## src/rtl/gbfp_pkg.sv

```systemverilog
// Shared types and constants of the binary frame parser.
`timescale 1ns / 1ps
`default_nettype none

package gbfp_pkg;

  // Frame parsing phases, one-hot
  typedef enum logic [7:0] {
    PH_WAIT    = 8'b0000_0001,
    PH_CLASS   = 8'b0000_0010,
    PH_ID      = 8'b0000_0100,
    PH_LEN_LO  = 8'b0000_1000,
    PH_LEN_HI  = 8'b0001_0000,
    PH_PAYLOAD = 8'b0010_0000,
    PH_CHECK_A = 8'b0100_0000,
    PH_CHECK_B = 8'b1000_0000
  } phase_e;

  // Result kinds
  typedef enum logic [1:0] {
    KIND_DATA = 2'd0,
    KIND_GOOD = 2'd1,
    KIND_BAD  = 2'd2,
    KIND_LONG = 2'd3
  } kind_e;

  // Configuration register indexes
  localparam int unsigned CfgIdxW = 2;
  localparam logic [CfgIdxW-1:0] CFG_SYNC_FIRST  = 2'd0;
  localparam logic [CfgIdxW-1:0] CFG_SYNC_SECOND = 2'd1;
  localparam logic [CfgIdxW-1:0] CFG_MAX_LENGTH  = 2'd2;
  localparam int unsigned CfgDataW = 16;

  // Reset values of the configuration registers
  localparam logic [7:0]  SYNC_FIRST_RST  = 8'hB5;
  localparam logic [7:0]  SYNC_SECOND_RST = 8'h62;
  localparam logic [15:0] MAX_LENGTH_RST  = 16'd1024;

  typedef struct packed {
    logic [7:0]  sync_first;
    logic [7:0]  sync_second;
    logic [15:0] max_length;
  } cfg_t;

  typedef struct packed {
    kind_e       kind;
    logic [7:0]  frame_class;
    logic [7:0]  msg_id;
    logic [15:0] payload_length;
    logic [15:0] byte_index;
    logic [7:0]  data_byte;
    logic        last;
    logic [31:0] frames_good;
    logic [31:0] error_count;
  } result_t;

endpackage

`default_nettype wire

```

## src/rtl/gnss_binary_frame_parser.sv

```systemverilog
// Top level of the sync-framed binary message parser with Fletcher check.
//
// Usage: received bytes enter one per transfer on the input channel
// (in_valid_i / in_ready_o, rx_byte_i). Each byte gives at most one result
// on the output channel (out_valid_o / out_ready_i): a payload byte with its
// index and last mark, a frame accepted, a checksum mismatch, or a length
// over the limit, always with the running good and error totals.
// A byte accepted into the input register is parsed there, and its result
// enters the output register. Throughput: one byte per cycle while the
// output is not stalled, set by the single parse step between the input
// register and the output register. A stalled receiver holds the result
// in the output register; one more byte waits in the input register, after
// which in_ready_o drops. Bytes that give no result pass the parse step even
// while the output is held. Configuration (cfg_we_i, cfg_idx_i, cfg_wdata_i)
// writes sync_first, sync_second and max_length; the user writes it only
// while the block is idle, which the block does not enforce. Reset clears
// both registers' valid flags, returns the parser to waiting for sync,
// zeroes the totals and loads the default configuration.
`timescale 1ns / 1ps
`default_nettype none

module gnss_binary_frame_parser
  import gbfp_pkg::*;
(
  input  wire logic                clk_i,
  input  wire logic                rst_ni,
  // Configuration write port
  input  wire logic                cfg_we_i,
  input  wire logic [CfgIdxW-1:0]  cfg_idx_i,
  input  wire logic [CfgDataW-1:0] cfg_wdata_i,
  // Input channel
  input  wire logic                in_valid_i,
  output logic                     in_ready_o,
  input  wire logic [7:0]          rx_byte_i,
  // Output channel
  output logic                     out_valid_o,
  input  wire logic                out_ready_i,
  output logic [1:0]               kind_o,
  output logic [7:0]               frame_class_o,
  output logic [7:0]               msg_id_o,
  output logic [15:0]              payload_length_o,
  output logic [15:0]              byte_index_o,
  output logic [7:0]               data_byte_o,
  output logic                     last_o,
  output logic [31:0]              frames_good_o,
  output logic [31:0]              error_count_o
);

  cfg_t       cfg_q;
  logic       in_valid_q;
  logic [7:0] byte_q;
  logic       out_valid_q;
  result_t    out_q;
  logic       res_valid;
  result_t    res;
  logic       advance;

  // Configuration registers
  always_ff @(posedge clk_i or negedge rst_ni) begin
    if (!rst_ni) begin
      cfg_q.sync_first  <= SYNC_FIRST_RST;
      cfg_q.sync_second <= SYNC_SECOND_RST;
      cfg_q.max_length  <= MAX_LENGTH_RST;
    end else if (cfg_we_i) begin
      unique case (cfg_idx_i)
        CFG_SYNC_FIRST:  cfg_q.sync_first  <= cfg_wdata_i[7:0];
        CFG_SYNC_SECOND: cfg_q.sync_second <= cfg_wdata_i[7:0];
        CFG_MAX_LENGTH:  cfg_q.max_length  <= cfg_wdata_i;
        default: ;
      endcase
    end
  end

  // Parse a held byte unless its result would overwrite a waiting one
  assign advance    = in_valid_q && (!res_valid || !out_valid_q || out_ready_i);
  assign in_ready_o = !in_valid_q || advance;

  // Input register
  always_ff @(posedge clk_i or negedge rst_ni) begin
    if (!rst_ni) begin
      in_valid_q <= 1'b0;
    end else if (in_ready_o) begin
      in_valid_q <= in_valid_i;
    end
  end

  always_ff @(posedge clk_i) begin
    if (in_ready_o && in_valid_i) begin
      byte_q <= rx_byte_i;
    end
  end

  gbfp_parser u_parser (
    .clk_i       (clk_i),
    .rst_ni      (rst_ni),
    .step_i      (advance),
    .byte_i      (byte_q),
    .cfg_i       (cfg_q),
    .res_valid_o (res_valid),
    .res_o       (res)
  );

  // Output register
  always_ff @(posedge clk_i or negedge rst_ni) begin
    if (!rst_ni) begin
      out_valid_q <= 1'b0;
    end else if (advance && res_valid) begin
      out_valid_q <= 1'b1;
    end else if (out_ready_i) begin
      out_valid_q <= 1'b0;
    end
  end

  always_ff @(posedge clk_i) begin
    if (advance && res_valid) begin
      out_q <= res;
    end
  end

  assign out_valid_o      = out_valid_q;
  assign kind_o           = out_q.kind;
  assign frame_class_o    = out_q.frame_class;
  assign msg_id_o         = out_q.msg_id;
  assign payload_length_o = out_q.payload_length;
  assign byte_index_o     = out_q.byte_index;
  assign data_byte_o      = out_q.data_byte;
  assign last_o           = out_q.last;
  assign frames_good_o    = out_q.frames_good;
  assign error_count_o    = out_q.error_count;

endmodule

`default_nettype wire

```

## src/rtl/gbfp_parser.sv

```systemverilog
// Frame state, Fletcher sums and counters; one received byte per step.
`timescale 1ns / 1ps
`default_nettype none

module gbfp_parser
  import gbfp_pkg::*;
(
  input  wire logic    clk_i,
  input  wire logic    rst_ni,
  input  wire logic    step_i,
  input  wire logic [7:0] byte_i,
  input  wire cfg_t    cfg_i,
  output logic         res_valid_o,
  output result_t      res_o
);

  phase_e      phase_q, phase_d;
  logic [7:0]  prev_q;
  logic [7:0]  class_q, class_d;
  logic [7:0]  id_q, id_d;
  logic [15:0] length_q, length_d;
  logic [15:0] count_q, count_d;
  logic [7:0]  sum_a_q, sum_a_d;
  logic [7:0]  sum_b_q, sum_b_d;
  logic [7:0]  check_a_q, check_a_d;
  logic [31:0] good_q, good_d;
  logic [31:0] err_q, err_d;

  logic [7:0]  sum_a_add;
  logic [7:0]  sum_b_add;
  logic [15:0] length_full;
  logic        is_last;

  // Running Fletcher sums with this byte included
  assign sum_a_add   = sum_a_q + byte_i;
  assign sum_b_add   = sum_b_q + sum_a_add;
  assign length_full = {byte_i, length_q[7:0]};
  assign is_last     = ({1'b0, count_q} + 17'd1) >= {1'b0, length_q};

  // Next-state and result logic
  always_comb begin
    phase_d     = phase_q;
    class_d     = class_q;
    id_d        = id_q;
    length_d    = length_q;
    count_d     = count_q;
    sum_a_d     = sum_a_q;
    sum_b_d     = sum_b_q;
    check_a_d   = check_a_q;
    good_d      = good_q;
    err_d       = err_q;
    res_valid_o = 1'b0;
    res_o.kind       = KIND_DATA;
    res_o.byte_index = '0;
    res_o.data_byte  = '0;
    res_o.last       = 1'b0;

    unique case (phase_q)
      PH_WAIT: begin
        if (byte_i == cfg_i.sync_second && prev_q == cfg_i.sync_first) begin
          class_d   = '0;
          id_d      = '0;
          length_d  = '0;
          count_d   = '0;
          sum_a_d   = '0;
          sum_b_d   = '0;
          check_a_d = '0;
          phase_d   = PH_CLASS;
        end
      end
      PH_CLASS: begin
        class_d = byte_i;
        sum_a_d = sum_a_add;
        sum_b_d = sum_b_add;
        phase_d = PH_ID;
      end
      PH_ID: begin
        id_d    = byte_i;
        sum_a_d = sum_a_add;
        sum_b_d = sum_b_add;
        phase_d = PH_LEN_LO;
      end
      PH_LEN_LO: begin
        length_d = {8'd0, byte_i};
        sum_a_d  = sum_a_add;
        sum_b_d  = sum_b_add;
        phase_d  = PH_LEN_HI;
      end
      PH_LEN_HI: begin
        length_d = length_full;
        sum_a_d  = sum_a_add;
        sum_b_d  = sum_b_add;
        if (length_full > cfg_i.max_length) begin
          err_d       = err_q + 32'd1;
          res_valid_o = 1'b1;
          res_o.kind  = KIND_LONG;
          phase_d     = PH_WAIT;
        end else if (length_full == 16'd0) begin
          phase_d = PH_CHECK_A;
        end else begin
          phase_d = PH_PAYLOAD;
        end
      end
      PH_PAYLOAD: begin
        sum_a_d          = sum_a_add;
        sum_b_d          = sum_b_add;
        res_valid_o      = 1'b1;
        res_o.kind       = KIND_DATA;
        res_o.byte_index = count_q;
        res_o.data_byte  = byte_i;
        res_o.last       = is_last;
        count_d          = count_q + 16'd1;
        if (is_last) begin
          phase_d = PH_CHECK_A;
        end
      end
      PH_CHECK_A: begin
        check_a_d = byte_i;
        phase_d   = PH_CHECK_B;
      end
      PH_CHECK_B: begin
        res_valid_o = 1'b1;
        if (check_a_q == sum_a_q && byte_i == sum_b_q) begin
          good_d     = good_q + 32'd1;
          res_o.kind = KIND_GOOD;
        end else begin
          err_d      = err_q + 32'd1;
          res_o.kind = KIND_BAD;
        end
        phase_d = PH_WAIT;
      end
      default: begin
        phase_d = PH_WAIT;
      end
    endcase

    // Frame fields and totals as they stand after this byte
    res_o.frame_class    = class_d;
    res_o.msg_id         = id_d;
    res_o.payload_length = length_d;
    res_o.frames_good    = good_d;
    res_o.error_count    = err_d;
  end

  // State registers, updated once per processed byte
  always_ff @(posedge clk_i or negedge rst_ni) begin
    if (!rst_ni) begin
      phase_q   <= PH_WAIT;
      prev_q    <= '0;
      class_q   <= '0;
      id_q      <= '0;
      length_q  <= '0;
      count_q   <= '0;
      sum_a_q   <= '0;
      sum_b_q   <= '0;
      check_a_q <= '0;
      good_q    <= '0;
      err_q     <= '0;
    end else if (step_i) begin
      phase_q   <= phase_d;
      prev_q    <= byte_i;
      class_q   <= class_d;
      id_q      <= id_d;
      length_q  <= length_d;
      count_q   <= count_d;
      sum_a_q   <= sum_a_d;
      sum_b_q   <= sum_b_d;
      check_a_q <= check_a_d;
      good_q    <= good_d;
      err_q     <= err_d;
    end
  end

  // Checks
  a_check_b_ends: assert property (@(posedge clk_i) disable iff (!rst_ni)
    step_i && phase_q == PH_CHECK_B |=> phase_q == PH_WAIT)
    else $error("frame did not end after second check byte");

  a_count_in_range: assert property (@(posedge clk_i) disable iff (!rst_ni)
    phase_q == PH_PAYLOAD |-> count_q < length_q)
    else $error("payload count reached declared length inside payload");

  a_good_counts: assert property (@(posedge clk_i) disable iff (!rst_ni)
    step_i && res_valid_o && res_o.kind == KIND_GOOD |=> good_q == $past(good_q) + 32'd1)
    else $error("good frame total not advanced");

  a_hold_idle: assert property (@(posedge clk_i) disable iff (!rst_ni)
    !step_i |=> $stable(phase_q) && $stable(err_q) && $stable(good_q))
    else $error("parser state moved without a byte");

  a_len_error: assert property (@(posedge clk_i) disable iff (!rst_ni)
    step_i && res_valid_o && res_o.kind == KIND_LONG |=> phase_q == PH_WAIT)
    else $error("over-length frame not dropped");

endmodule

`default_nettype wire
```

## config.mk

```make
export PLATFORM = sky130hd
export DESIGN_NAME = gnss_binary_frame_parser
export DESIGN_NICKNAME = d
export VERILOG_FILES = /design/src/rtl/gbfp_pkg.sv /design/src/rtl/gnss_binary_frame_parser.sv /design/src/rtl/gbfp_parser.sv
export SDC_FILE = /design/constraint.sdc
export NUM_CORES = 1
export LEC_CHECK = 0
export BUFFER_PORTS_ARGS = -buffer_cell sky130_fd_sc_hd__buf_2
export CORE_MARGIN = 2
export CORE_UTILIZATION = 64
export CTS_CLUSTER_SIZE = 8
export DETAILED_ROUTE_END_ITERATION = 10
export PLACE_DENSITY = 0.86
export SLEW_MARGIN = 20
export SYNTH_ARGS = -nofsm -noshare
export SYNTH_HDL_FRONTEND = slang
export SYNTH_SLANG_ARGS = --single-unit
```

## constraint.sdc

```tcl
create_clock -name clk_i -period 15 [get_ports clk_i]
set_input_delay 1.5 -clock clk_i [delete_from_list [all_inputs] [get_ports clk_i]]
set_output_delay 1.5 -clock clk_i [all_outputs]
set_load 0.005 [all_outputs]
```

-- Yosys cells after proc, flatten, opt, wreduce, memory -nomap -nowiden
Index checks and enable logic that the tools add are counted.
- shifts and indexed selects: 0
- multipliers: 0
- $add $sub $neg: 6
- equal/unequal tests: 16
- reduce and logical (&&, ||, !) cells: 26
- muxes and demuxes: 29
- bitwise gates (word level): 0
- div/mod/pow operators: 0
- order comparisons: 2
- operators by type and width (cell ; number):
    2-to-1 mux 32 bit ; 4
    one-hot mux 8 bit (2 select lines) ; 5
    adder 32 x 1 -> 32 bit (second input constant) ; 2
    one-hot mux 32 bit (2 select lines) ; 1
    one-hot mux 8 bit (7 select lines) ; 1
    2-to-1 mux 8 bit ; 6
    one-hot mux 16 bit (3 select lines) ; 1
    == test 8 bit ; 4
    2-to-1 mux 16 bit ; 2
    one-hot mux 16 bit (2 select lines) ; 1
    adder 16 x 1 -> 17 bit (second input constant) ; 1
    >= comparator 17 x 16 -> 1 bit ; 1
    adder 16 x 1 -> 16 bit (second input constant) ; 1
    adder 8 bit ; 2
    > comparator 16 bit ; 1
    zero test 16 bit ; 1
    AND reduction 3 bit ; 4
    == test 8 x 1 -> 1 bit (second input constant) ; 1
    == test 8 x 2 -> 1 bit (second input constant) ; 1
    == test 8 x 3 -> 1 bit (second input constant) ; 1
    == test 8 x 4 -> 1 bit (second input constant) ; 1
    == test 8 x 5 -> 1 bit (second input constant) ; 1
    == test 8 x 6 -> 1 bit (second input constant) ; 1
    == test 8 x 7 -> 1 bit (second input constant) ; 1
    other kinds (17) ; 34
- output and inout port bits: 125
- flip-flop bits (word level): 317
- latch bits: 0
- input bits: 31
- memories: 0
- logic and storage cells: 105
- bits in read-only memories: 0
- memory bits (writable): 0

-- Depth between registers and ports, before layout
- word-level depth: 9
- gate-level depth with buffers: 16
- depth with buffers taken out: 16

-- Hierarchy
Synthesis repeated with hierarchy kept, for this count alone.
- cells, all modules: 1260
- area, all modules: 15194.6 µm²
- by module, submodules not included (module ; instances ; area an instance (µm²) ; cells an instance):
    gbfp_parser ; 1 ; 9928.3 ; 1051
    gnss_binary_frame_parser ; 1 ; 5266.3 ; 209

-- Worst setup path before layout
No wires, ideal clock.
- kind: input -> register
- start: input out_ready_i
- end: register out_valid_q, in the netlist out_valid_o
- cell stages on the path: 7
- arrival: 8.947 ns
- slack: 5.950 ns
- buffers on the path: 2
- data required time: 14.897 ns
- cells stage by stage: nand2b_1 buf_1 o21a_1 o21ai_0 buf_2 a21oi_1 or2_2
- cells in the longest elaborated chain, start to end: 4
- elaborated cells between the ends (all ways): 5
- RTL lines (item ; RTL line ; text):
    from (decl) ; gnss_binary_frame_parser.sv:37 ; input wire logic out_ready_i,
    logical OR 1 bit ; gnss_binary_frame_parser.sv:75 ; assign advance = in_valid_q && (!res_valid || !out_valid_q || out_ready_i);
    logical AND 1 bit ; gnss_binary_frame_parser.sv:75 ;
    logical AND 1 bit ; gnss_binary_frame_parser.sv:107 ; end else if (advance && res_valid) begin
    2-to-1 mux 1 bit or nonzero test 2 bit (tied branches) ; n/a ;
    to (signal assigned) ; gnss_binary_frame_parser.sv:106 ; out_valid_q <= 1'b0;
    to (signal assigned) ; gnss_binary_frame_parser.sv:108 ; out_valid_q <= 1'b1;
    to (signal assigned) ; gnss_binary_frame_parser.sv:110 ; out_valid_q <= 1'b0;
    to (decl) ; gnss_binary_frame_parser.sv:52 ; logic out_valid_q;
Several ways; a longest one is shown, not always the timed one.
A chain may end at the register's enable or synchronous reset.

-- Worst setup path in the final report
- start: register byte_q[6]
- end: output in_ready_o
- cells in the longest elaborated chain, start to end: 8
- RTL lines (item ; RTL line ; text):
    from (decl) ; gnss_binary_frame_parser.sv:51 ; logic [7:0] byte_q;
    from (signal assigned) ; gnss_binary_frame_parser.sv:89 ; byte_q <= rx_byte_i;
    > comparator 16 bit ; gbfp_parser.sv:93 ; if (length_full > cfg_i.max_length) begin
    2-to-1 mux 1 bit ; gbfp_parser.sv:93 ;
    one-hot mux 1 bit (2 select lines) ; gbfp_parser.sv:58 ; unique case (phase_q)
    zero test 1 bit ; gnss_binary_frame_parser.sv:75 ;
    logical OR 1 bit (2 in series) ; gnss_binary_frame_parser.sv:75 ;
    logical AND 1 bit ; gnss_binary_frame_parser.sv:75 ;
    logical OR 1 bit ; gnss_binary_frame_parser.sv:76 ; assign in_ready_o = !in_valid_q || advance;
    to (decl) ; gnss_binary_frame_parser.sv:33 ; output logic in_ready_o,
Every way passes these cells.

==> qor.yml <==
status:
  status: "finished, final reports clean"
clock_network:
  root_buffer: "clkbuf_16"
  clkSinkCount: 317
  numCtsBuffers: 45
  cts_setup_buffers: 0
  clock_path_buffers: 3
  cts.clk_slew.worst_paths_ps: 50
  cts_tree: "done"
  h-tree-depth: 2
  cts-hold-fix-buffers: 0
  insertion_delay_ps: 530
  cts_resized: 0
floorplan:
  dieHeight_um: 159
  start_util_pct: 65.2
  ios: 156
  coreArea_sq_mm: 0.0235
  fp-row-count: 56
  die_x_um: 159
  die_area_sq_mm: 0.0252
sta:
  fin_worst_skew_ps: 16.7
  min_period_over_period_pct: 33.6
  worstMarginPinSlew_ps: 1100
  period_minus_slack_ps: 5040
  slew_headroom_pct: 26.2
  rsz0062_at_grt: "false"
  maxSlewViolCount: 0
  finalHoldViolations: 0
  max_freq_mhz: 199
  setup_tns_ps: 0
  setup_viol_count_final: 0
layout:
  fin_nets: 1523
  final_layout_size_suffix_gt1_share_pct: 21.3
  post-route-cell-area_sq_mm: 0.0177
  antenna_cells: 0
  area_growth_pct: 15.3
yosys:
  ys_types: 65
  synth_seq_cells: 317
  synthArstFlopShare_pct: 58.7
  yosysTopAreaCell: "dfrtp_1"
  yosysMostFrequentCell: "dfrtp_1"
  yosys.area.top_type_share_pct: 28.8
  synth_edf_count: 131
  synth_area_sq_mm: 0.0153
  seq_area_frac_synth_pct: 56.2
  syn_area_per_cell_sq_um: 11.9
  synth_ff_type: "dfrtp_1"
  yosysWarnings: 0
  synthCells: 1282
  ys_top_cells_by_count: "176 x dfrtp_1, 131 x edfxtp_1, 108 x xnor2_1"
  syn-num-nets: 1364
  yosys-top-cells-area: "dfrtp_1 29%, edfxtp_1 26%, xnor2_1 6.2%, mux2_2 4.6%, xor2_1 4.3%"
pwr:
  p_leak_nw: 7.79
  power.switching_mw: 0.760
  p_sw_share_pct: 29.4
  internal_power_mw: 1.82
  max-vdd-ir-drop_mv: 0.115
  power_density_mw_per_mm2: 146
  pwr-share-seq_pct: 43.0
  p_clk_share_pct: 36.1
  p_comb_share_pct: 20.9
flow_run:
  cap_violations: 0
route:
  detail-route-antenna-nets: 0
  firstDrtPassIters: 5
  wl_um: 34300
  drc: 0
  routedWlPerCell_um: 19.1
  post_drt_via_cell_ratio: 5.90
  drt-initial-drc-count: 739
  vias: 10600
setup_path:
  end_kind: "output port"
  cp.arrival_ps: 3540
  cp-startpoint: "byte_q[6]$_DFFE_PP_"
  required_ps: 13500
  cp-start-kind: "flop"
  ff2ff_setup_slack_ps: 10600
  regToRegStartpoint: "byte_q[6]$_DFFE_PP_"
  critPathKind: "reg -> out"
  crit_fanout: 13
min_path:
  worstHoldStart: "u_parser.err_q[31]$_DFFE_PN0P_"
  hp-class: "reg -> reg"
global_route:
  overflow: 0
  antenna_found_initial: 0
  grt_pass1_wl_um: 55000
  grt_pass1_vias: 10500
  grt_use_total_pct: 28.0
  grt_max_degree: 118
place:
  gp_congestion: 0.903
  portBuffers: 155
  place_area_sq_mm: 0.0163
  hpwl_um: 22800
[worst max-delay path: stages (launching register included)]
cell       delay, ps
edfxtp_1         770
ha_1             380
nand4_1          220
nor2_1            80
o2bb2ai_1        160
o31ai_2          950
a21oi_1          230
inv_1            100
buf_2            110
[cells by family after synthesis]
logic type / synth area share (%)
AND/OR/NAND/NOR: 13.3
AO/OA/AOI/OAI: 7.75
flip-flops: 56.2
multiplexers: 4.75
buffers and inverters: 3.33
XOR/XNOR: 10.5
adder cells (fa/ha/maj): 4.26
[power by group through the flow]
stage / clock network, mW / logic, mW / registers (mW)
2_1_floorplan: 0 / 0.406 / 1.09
3_3_place_gp: 0 / 0.506 / 1.11
3_5_place_dp: 0 / 0.529 / 1.12
4_1_cts: 0.945 / 0.536 / 1.11
5_1_grt: 0.979 / 0.595 / 1.12
6_report: 0.934 / 0.540 / 1.11
[final cells by class]
type | instances | area (sq um)
inverter | 66 | 248
clock inverter | 2 | 13.8
sequential | 317 | 8600
clock buffer | 80 | 1300
multi-input combinational | 847 | 6240
fill | 1482 | 5820
tap | 319 | 399
timing repair buffer | 164 | 852
[path summary, 6_finish.rpt]
path                                                         to  cells past startpoint
worst max-delay path                                 in_ready_o                      8
worst min-delay path             u_parser.err_q[31]$_DFFE_PN0P_                      1
worst min register to register   u_parser.err_q[31]$_DFFE_PN0P_                      1
min in group asynchronous       u_parser.sum_a_q[1]$_DFFE_PN0P_                      1
worst max register to register  u_parser.sum_a_q[2]$_DFFE_PN0P_                      9
max in group asynchronous                  cfg_q[3]$_DFFE_PN0P_                      2
[routing by layer]
metal | GRT usage (%) | share of wire, % | up-vias
li1 | - | - | 4873
met1 | 37.4 | 41 | 5173
met2 | 46.1 | 49 | 464
met3 | 4.41 | 7.2 | 89
met4 | 11.7 | 3.5 | 0
met5 | 0 | 0 | -
[state kept, by name, indices dropped and copies added (netlist names), 8 cells and up]
signal and count:
frames_good_o 32, u_parser.phase_q 8, payload_length_o 16, u_parser.sum_b_q 8, u_parser.prev_q 8, u_parser.err_q 32
msg_id_o 8, byte_q 8, cfg_q 32, u_parser.id_q 8, u_parser.good_q 32, u_parser.count_q 16
u_parser.class_q 8, data_byte_o 8, frame_class_o 8, u_parser.sum_a_q 8, u_parser.check_a_q 8, byte_index_o 16
u_parser.length_q 16, error_count_o 32
[through the flow]
step | util, % | setup slack (ps) | cells | hold slack, ps | total power [mW]
2_1_floorplan | - | 5950 | 1282 | 461 | 1.50
3_3_place_gp | 69.6 | 10740 | 1713 | 475 | 1.62
3_5_place_dp | 69.6 | 10630 | 1713 | 477 | 1.65
4_1_cts | 75.2 | 10020 | 1795 | 487 | 2.59
5_1_grt | 75.2 | 9770 | 1795 | 519 | 2.69
6_report | 75.2 | 9960 | 1795 | 482 | 2.58
[cells in the final DEF, fill, tap and decap left out, drive strengths merged, types with 4 or more instances in the layout]
cell type / instances
nand3: 47
and3: 19
mux2: 62
a22o: 63
nand2: 99
inv: 67
ha: 49
nand4: 29
o21a: 6
a21oi: 22
nor3: 39
clkbuf: 81
dfstp: 10
nor2b: 9
o211ai: 9
nor2: 74
xor2: 75
o41ai: 4
a31oi: 6
buf: 163
nand2b: 10
o21ai: 27
edfxtp: 131
a21o: 9
nor4: 22
xnor2: 108
dfrtp: 176
and2: 22
No activity file was read; power rests on OpenSTA's default activity.
